File: src/sv/sm3_pkg.sv
// sm3_pkg: shared constants, types and register codes for the 3x3 smoothing filter
// no dependencies; imported by sm3_mac and symmetric_3x3_smoothing
`timescale 1ns / 1ps
`default_nettype none
package sm3_pkg;

    // largest frame edge the line stores hold
    localparam int MAX_SIZE = 1024;
    localparam int MIN_SIZE = 3;
    localparam int ADDR_W   = $clog2(MAX_SIZE);
    localparam int CNT_W    = ADDR_W;
    localparam int SIZE_W   = ADDR_W + 1;

    // fixed field widths
    localparam int PIX_W   = 16;
    localparam int WGT_W   = 16;
    localparam int FSZ_W   = 11;
    localparam int DATA_W  = 16;
    localparam int IDX_W   = 3;

    // sum of four pixels, product of a sum and a weight, full accumulator
    localparam int SUM_W   = PIX_W + 2;
    localparam int PROD_W  = SUM_W + WGT_W;
    localparam int ACC_W   = PROD_W + 2;
    localparam int FRAC_W  = 16;

    localparam logic [FSZ_W-1:0] RST_FRAME_SIZE = FSZ_W'(MAX_SIZE);
    localparam logic [WGT_W-1:0] RST_CORNER     = WGT_W'(3277);
    localparam logic [WGT_W-1:0] RST_ORTH       = WGT_W'(6554);
    localparam logic [WGT_W-1:0] RST_CENTER     = WGT_W'(26214);

    typedef enum logic [IDX_W-1:0] {
        REG_FRAME_SIZE = 3'd0,
        REG_CORNER     = 3'd1,
        REG_ORTH       = 3'd2,
        REG_CENTER     = 3'd3
    } t_reg_idx;

    typedef logic [PIX_W-1:0] t_pix;

    // window[row][col], row 0 is the oldest line, col 0 the oldest column
    typedef logic [2:0][2:0][PIX_W-1:0] t_win;

    typedef struct packed {
        logic [WGT_W-1:0] corner;
        logic [WGT_W-1:0] orth;
        logic [WGT_W-1:0] center;
    } t_weights;

    typedef struct packed {
        logic [CNT_W-1:0] row;
        logic [CNT_W-1:0] col;
        logic             last;
    } t_meta;

endpackage
`default_nettype wire

File: src/sv/sm3_mac.sv
// sm3_mac: weighted 3x3 sum, round and saturate, two register stages plus output register
// depends on sm3_pkg
`timescale 1ns / 1ps
`default_nettype none
module sm3_mac (
    input  wire logic              i_clk,
    input  wire logic              i_rst_n,
    input  wire logic              i_en,
    input  wire logic              i_vld,
    input  wire sm3_pkg::t_win     i_win,
    input  wire sm3_pkg::t_meta    i_meta,
    input  wire sm3_pkg::t_weights i_wgt,
    output logic                   o_valid,
    output sm3_pkg::t_pix          o_smoothed,
    output sm3_pkg::t_meta         o_meta
);
    import sm3_pkg::*;

    // stage 3: neighbor sums
    logic              r_vld3;
    logic [SUM_W-1:0]  r_cor_sum, n_cor_sum;
    logic [SUM_W-1:0]  r_orth_sum, n_orth_sum;
    t_pix              r_ctr;
    t_meta             r_meta3;

    // stage 4: products
    logic              r_vld4;
    logic [PROD_W-1:0] r_cor_prod;
    logic [PROD_W-1:0] r_orth_prod;
    logic [PROD_W-1:0] r_ctr_prod;
    t_meta             r_meta4;

    // output register
    logic              r_out_vld;
    t_pix              r_out_pix, n_out_pix;
    t_meta             r_out_meta;

    logic [ACC_W-1:0]  n_acc;

    always_comb begin
        n_cor_sum  = SUM_W'(i_win[0][0]) + SUM_W'(i_win[0][2])
                   + SUM_W'(i_win[2][0]) + SUM_W'(i_win[2][2]);
        n_orth_sum = SUM_W'(i_win[0][1]) + SUM_W'(i_win[2][1])
                   + SUM_W'(i_win[1][0]) + SUM_W'(i_win[1][2]);
    end

    // round to nearest by adding half an lsb, then clip at full scale
    always_comb begin
        n_acc = ACC_W'(r_cor_prod) + ACC_W'(r_orth_prod) + ACC_W'(r_ctr_prod)
              + ACC_W'(1 << (FRAC_W - 1));
        if (n_acc[ACC_W-1:FRAC_W+PIX_W] != '0) begin
            n_out_pix = '1;
        end else begin
            n_out_pix = n_acc[FRAC_W +: PIX_W];
        end
    end

    always_ff @(posedge i_clk) begin
        if (!i_rst_n) begin
            r_vld3    <= 1'b0;
            r_vld4    <= 1'b0;
            r_out_vld <= 1'b0;
        end else if (i_en) begin
            r_vld3    <= i_vld;
            r_vld4    <= r_vld3;
            r_out_vld <= r_vld4;
        end
    end

    always_ff @(posedge i_clk) begin
        if (i_en) begin
            r_cor_sum   <= n_cor_sum;
            r_orth_sum  <= n_orth_sum;
            r_ctr       <= i_win[1][1];
            r_meta3     <= i_meta;
            r_cor_prod  <= PROD_W'(r_cor_sum) * PROD_W'(i_wgt.corner);
            r_orth_prod <= PROD_W'(r_orth_sum) * PROD_W'(i_wgt.orth);
            r_ctr_prod  <= PROD_W'(r_ctr) * PROD_W'(i_wgt.center);
            r_meta4     <= r_meta3;
            r_out_pix   <= n_out_pix;
            r_out_meta  <= r_meta4;
        end
    end

    assign o_valid    = r_out_vld;
    assign o_smoothed = r_out_pix;
    assign o_meta     = r_out_meta;

endmodule
`default_nettype wire

File: config.mk
export PLATFORM = sky130hd
export DESIGN_NAME = sm3_mac
export DESIGN_NICKNAME = d
export VERILOG_FILES = /design/src/sv/sm3_pkg.sv /design/src/sv/sm3_mac.sv
export SDC_FILE = /design/constraint.sdc
export NUM_CORES = 2
export LEC_CHECK = 0
export BUFFER_PORTS_ARGS = -buffer_cell sky130_fd_sc_hd__buf_2
export CORE_ASPECT_RATIO = 1.4
export CORE_MARGIN = 5
export CORE_UTILIZATION = 45
export DETAILED_ROUTE_END_ITERATION = 12
export GPL_TIMING_DRIVEN = 0
export SLEW_MARGIN = 20
export SYNTH_ARGS = -nofsm -noshare
export SYNTH_HDL_FRONTEND = slang
export SYNTH_SLANG_ARGS = --single-unit
File: constraint.sdc
create_clock -name i_clk -period 14.2 [get_ports i_clk]
set_clock_uncertainty 0.15 [all_clocks]
set_input_delay 4.26 -clock i_clk [delete_from_list [all_inputs] [get_ports i_clk]]
set_output_delay 4.26 -clock i_clk [all_outputs]
set_load 0.02 [all_outputs]
==> results.yml <==
run_status:
  status: "finished, final reports clean"
clocking:
  clk_pin_slew_worst_paths_ns: 0.07
  worstSkewPairLatency_ns: 0.61
  ctsResizeCount: 0
  cts.sinks: 234
  numCtsBuffers: 29
  holdBufCountCts: 0
  tritoncts: "built"
  cts.htree.levels: 1
  cts_buffer_depth: 3
  post_cts.repair.setup_buffers: 0
  cts_root_buffer: "clkbuf_16"
die:
  ios: 255
  core_area_sq_mm: 0.08450
  num_rows: 126
  die-area_sq_mm: 0.09141
  die_y_um: 355.7
  start_util: 0.4547
  die_width_um: 257.0
route:
  drc: 0
  ant_nets: 0
  viasPerCell: 5.140
  drt-initial-drc-count: 1131
  wl_per_cell_um: 18.30
  vias: 26350
  wirelength_um: 93830
  dr.pass1.iters: 5
setup_path:
  cp.required_ns: 14.39
  critPathArrivalTime_ns: 11.34
  path_cells: "clkbuf_1 -> clkbuf_1 -> nand2_1 -> fa_1 -> inv_1 -> fa_1 -> inv_1 -> fa_1 -> inv_1 -> fa_1 -> fa_1 -> inv_1 -> fa_1 -> inv_1 -> ha_1 -> a21o_1 -> a21oi_1 -> o21ai_0 -> a2111oi_0 -> a21oi_1 -> a41o_1 -> a2111oi_2 -> a21oi_1 -> xor2_1"
  path_max_fanout: 10
  regToRegStartpoint: "r_ctr[7]"
  crit_start: "i_wgt[39]"
  worstRegToRegCells: 22
  critPathCaptureType: "register"
  critPathMostFrequentCell: "fa_1"
  rrSetupSlack_ns: 6.36
  cp_slowest_stage_delay_ns: 0.59
  slowest_stage: "fa_1"
  cp-start-kind: "input pin"
  endpoint: "r_cor_prod[31]"
  worstReg2RegEnd: "r_ctr_prod[31]"
  path_class: "in2reg"
synthesis:
  yosysTopAreaCell: "fa_1"
  synth.top_cells.by_area: "fa_1, edfxtp_1, ha_1"
  synth_top_cell_area_share: 0.3824
  syn-cell-area_sq_mm: 0.03842
  synth_edf_count: 231
  yosysSeqAreaShare: 0.1821
  netlist-cell-type-count: 61
  syn_inst: 3731
  syn_avg_cell_area_sq_um: 10.30
  ys_seq_elements: 234
  synth_nets: 5099
  synthArstFlopShare: 0
  ys.warnings.count: 0
  ys.flop_type: "edfxtp_1"
cells_and_area:
  fillCellCount: 7926
  mostFrequentLayoutCells: "fa_1, inv_1, nand2_1"
  fin_util: 0.4980
  layout.cells.most_common: "fa_1"
  nets: 5379
  drive_gt1_frac: 0.07833
  syn2layout_area_growth_pct: 9.532
place:
  gp_congestion: 0.9073
  dp_hpwl_um: 79250
  port_buffers: 247
global_routing:
  grt_max_degree: 100
  overflow: 0
  grt_pass1_wl_um: 152500
  grt.total_usage: 0.2099
  grt_pass1_vias: 28810
  antenna_found_initial: 3
timing:
  timing.final.crit_share: 0.7852
  final-hold-violation-count: 0
  slew_headroom: 0.3500
  rsz0062_at_grt: "false"
  worst-slew-pin-transition_ns: 0.9647
  setup_viol: 0
  setup_tns_ns: 0
  slew_viol_final: 0
  fmax_mhz: 89.68
  fin_crit_ns: 11.15
run:
  drv_cap: 0
min_path:
  min_path_type: "reg2reg"
## critical path, delay by kind of cell
family                   cells  cell delay (ns)
AO/OA/AOI/OAI                8             2.10
adder cells (fa/ha/maj)      7             3.40
buffers and inverters        7             1.28
XOR/XNOR                     1             0.16
AND/OR/NAND/NOR              1             0.16
## flip-flops by register name, indices dropped and copies added, names as in the netlist
name / flops
r_ctr_prod: 32
o_smoothed: 16
o_meta: 21
r_cor_sum: 18
r_vld3: 1
r_meta3: 21
r_vld4: 1
r_ctr: 16
r_meta4: 21
r_orth_sum: 18
r_cor_prod: 34
o_valid: 1
r_orth_prod: 34
## cells in the mapped netlist (12+ instances only)
library cell,number
o21ai_0,49
o21a_1,16
a21o_1,34
o21bai_1,12
nor3_1,20
and2_1,396
nor2b_1,22
edfxtp_1,231
xnor2_1,92
nand2_1,504
fa_1,734
ha_1,417
a21oi_1,104
nand2b_1,25
a211oi_1,14
xor2_1,26
nand3_1,23
inv_1,716
clkbuf_1,110
nor2_1,75
## cell families after synthesis
kind of cell               after synthesis  synth area share
adders and majority gates             1151            0.5182
AOI/OAI and AO/OA                      301           0.05139
DFF                                    234            0.1821
xor gates and xnor gates               118           0.02690
muxes                                    3         0.0007816
and+or+nand+nor                       1098            0.1399
buffers and inverters                  826           0.08070
## worst min-delay path by stage
stage                       end  cells after the start  slack, ns        start
finish               o_meta[17]                      0       0.26  r_meta4[17]
global placement    r_meta4[11]                      0       0.25  r_meta3[11]
global route         r_meta4[6]                      0       0.27   r_meta3[6]
detailed placement   o_meta[16]                      0       0.25  r_meta4[16]
CTS                  o_meta[17]                      0       0.26  r_meta4[17]
floorplan             o_meta[0]                      0       0.25   r_meta4[0]
## per-layer routing
metal | vias to the layer above | track usage | wire length, um
met2 | 580 | 0.3928 | 50310
met4 | 2 | 0.07111 | 3558
met5 | - | 0 | 13
li1 | 12150 | - | -
met3 | 177 | 0.02303 | 3848
met1 | 13440 | 0.2512 | 36100
## through the flow
stage	std cells	hold WS, ns	instance area [sq um]	setup slack (ns)
after floorplan	3731	0.2503	38420	3.495
after global placement	5066	0.2502	41020	2.569
after detailed placement	5068	0.2545	41080	2.536
after CTS	5122	0.2614	42070	3.169
after global routing	5122	0.2721	42070	2.663
final	5126	0.2630	42080	3.050
## area by class of cell
class	count	area [sq um]	share of cell area
multi-input combinational	2671	28320	0.6730
sequential	234	6997	0.1663
inverter	716	2688	0.06386
tap	1088	1361	0.03235
timing repair buffer	249	1301	0.03092
clock buffer	29	725.7	0.01724
buffer	110	412.9	0.009811
clock inverter	25	264.0	0.006273
antenna	4	10.01	0.0002378
Power is left out: the tool's default activity adds up to more than one toggle a clock period on the data nets, which glitch-free logic cannot reach.
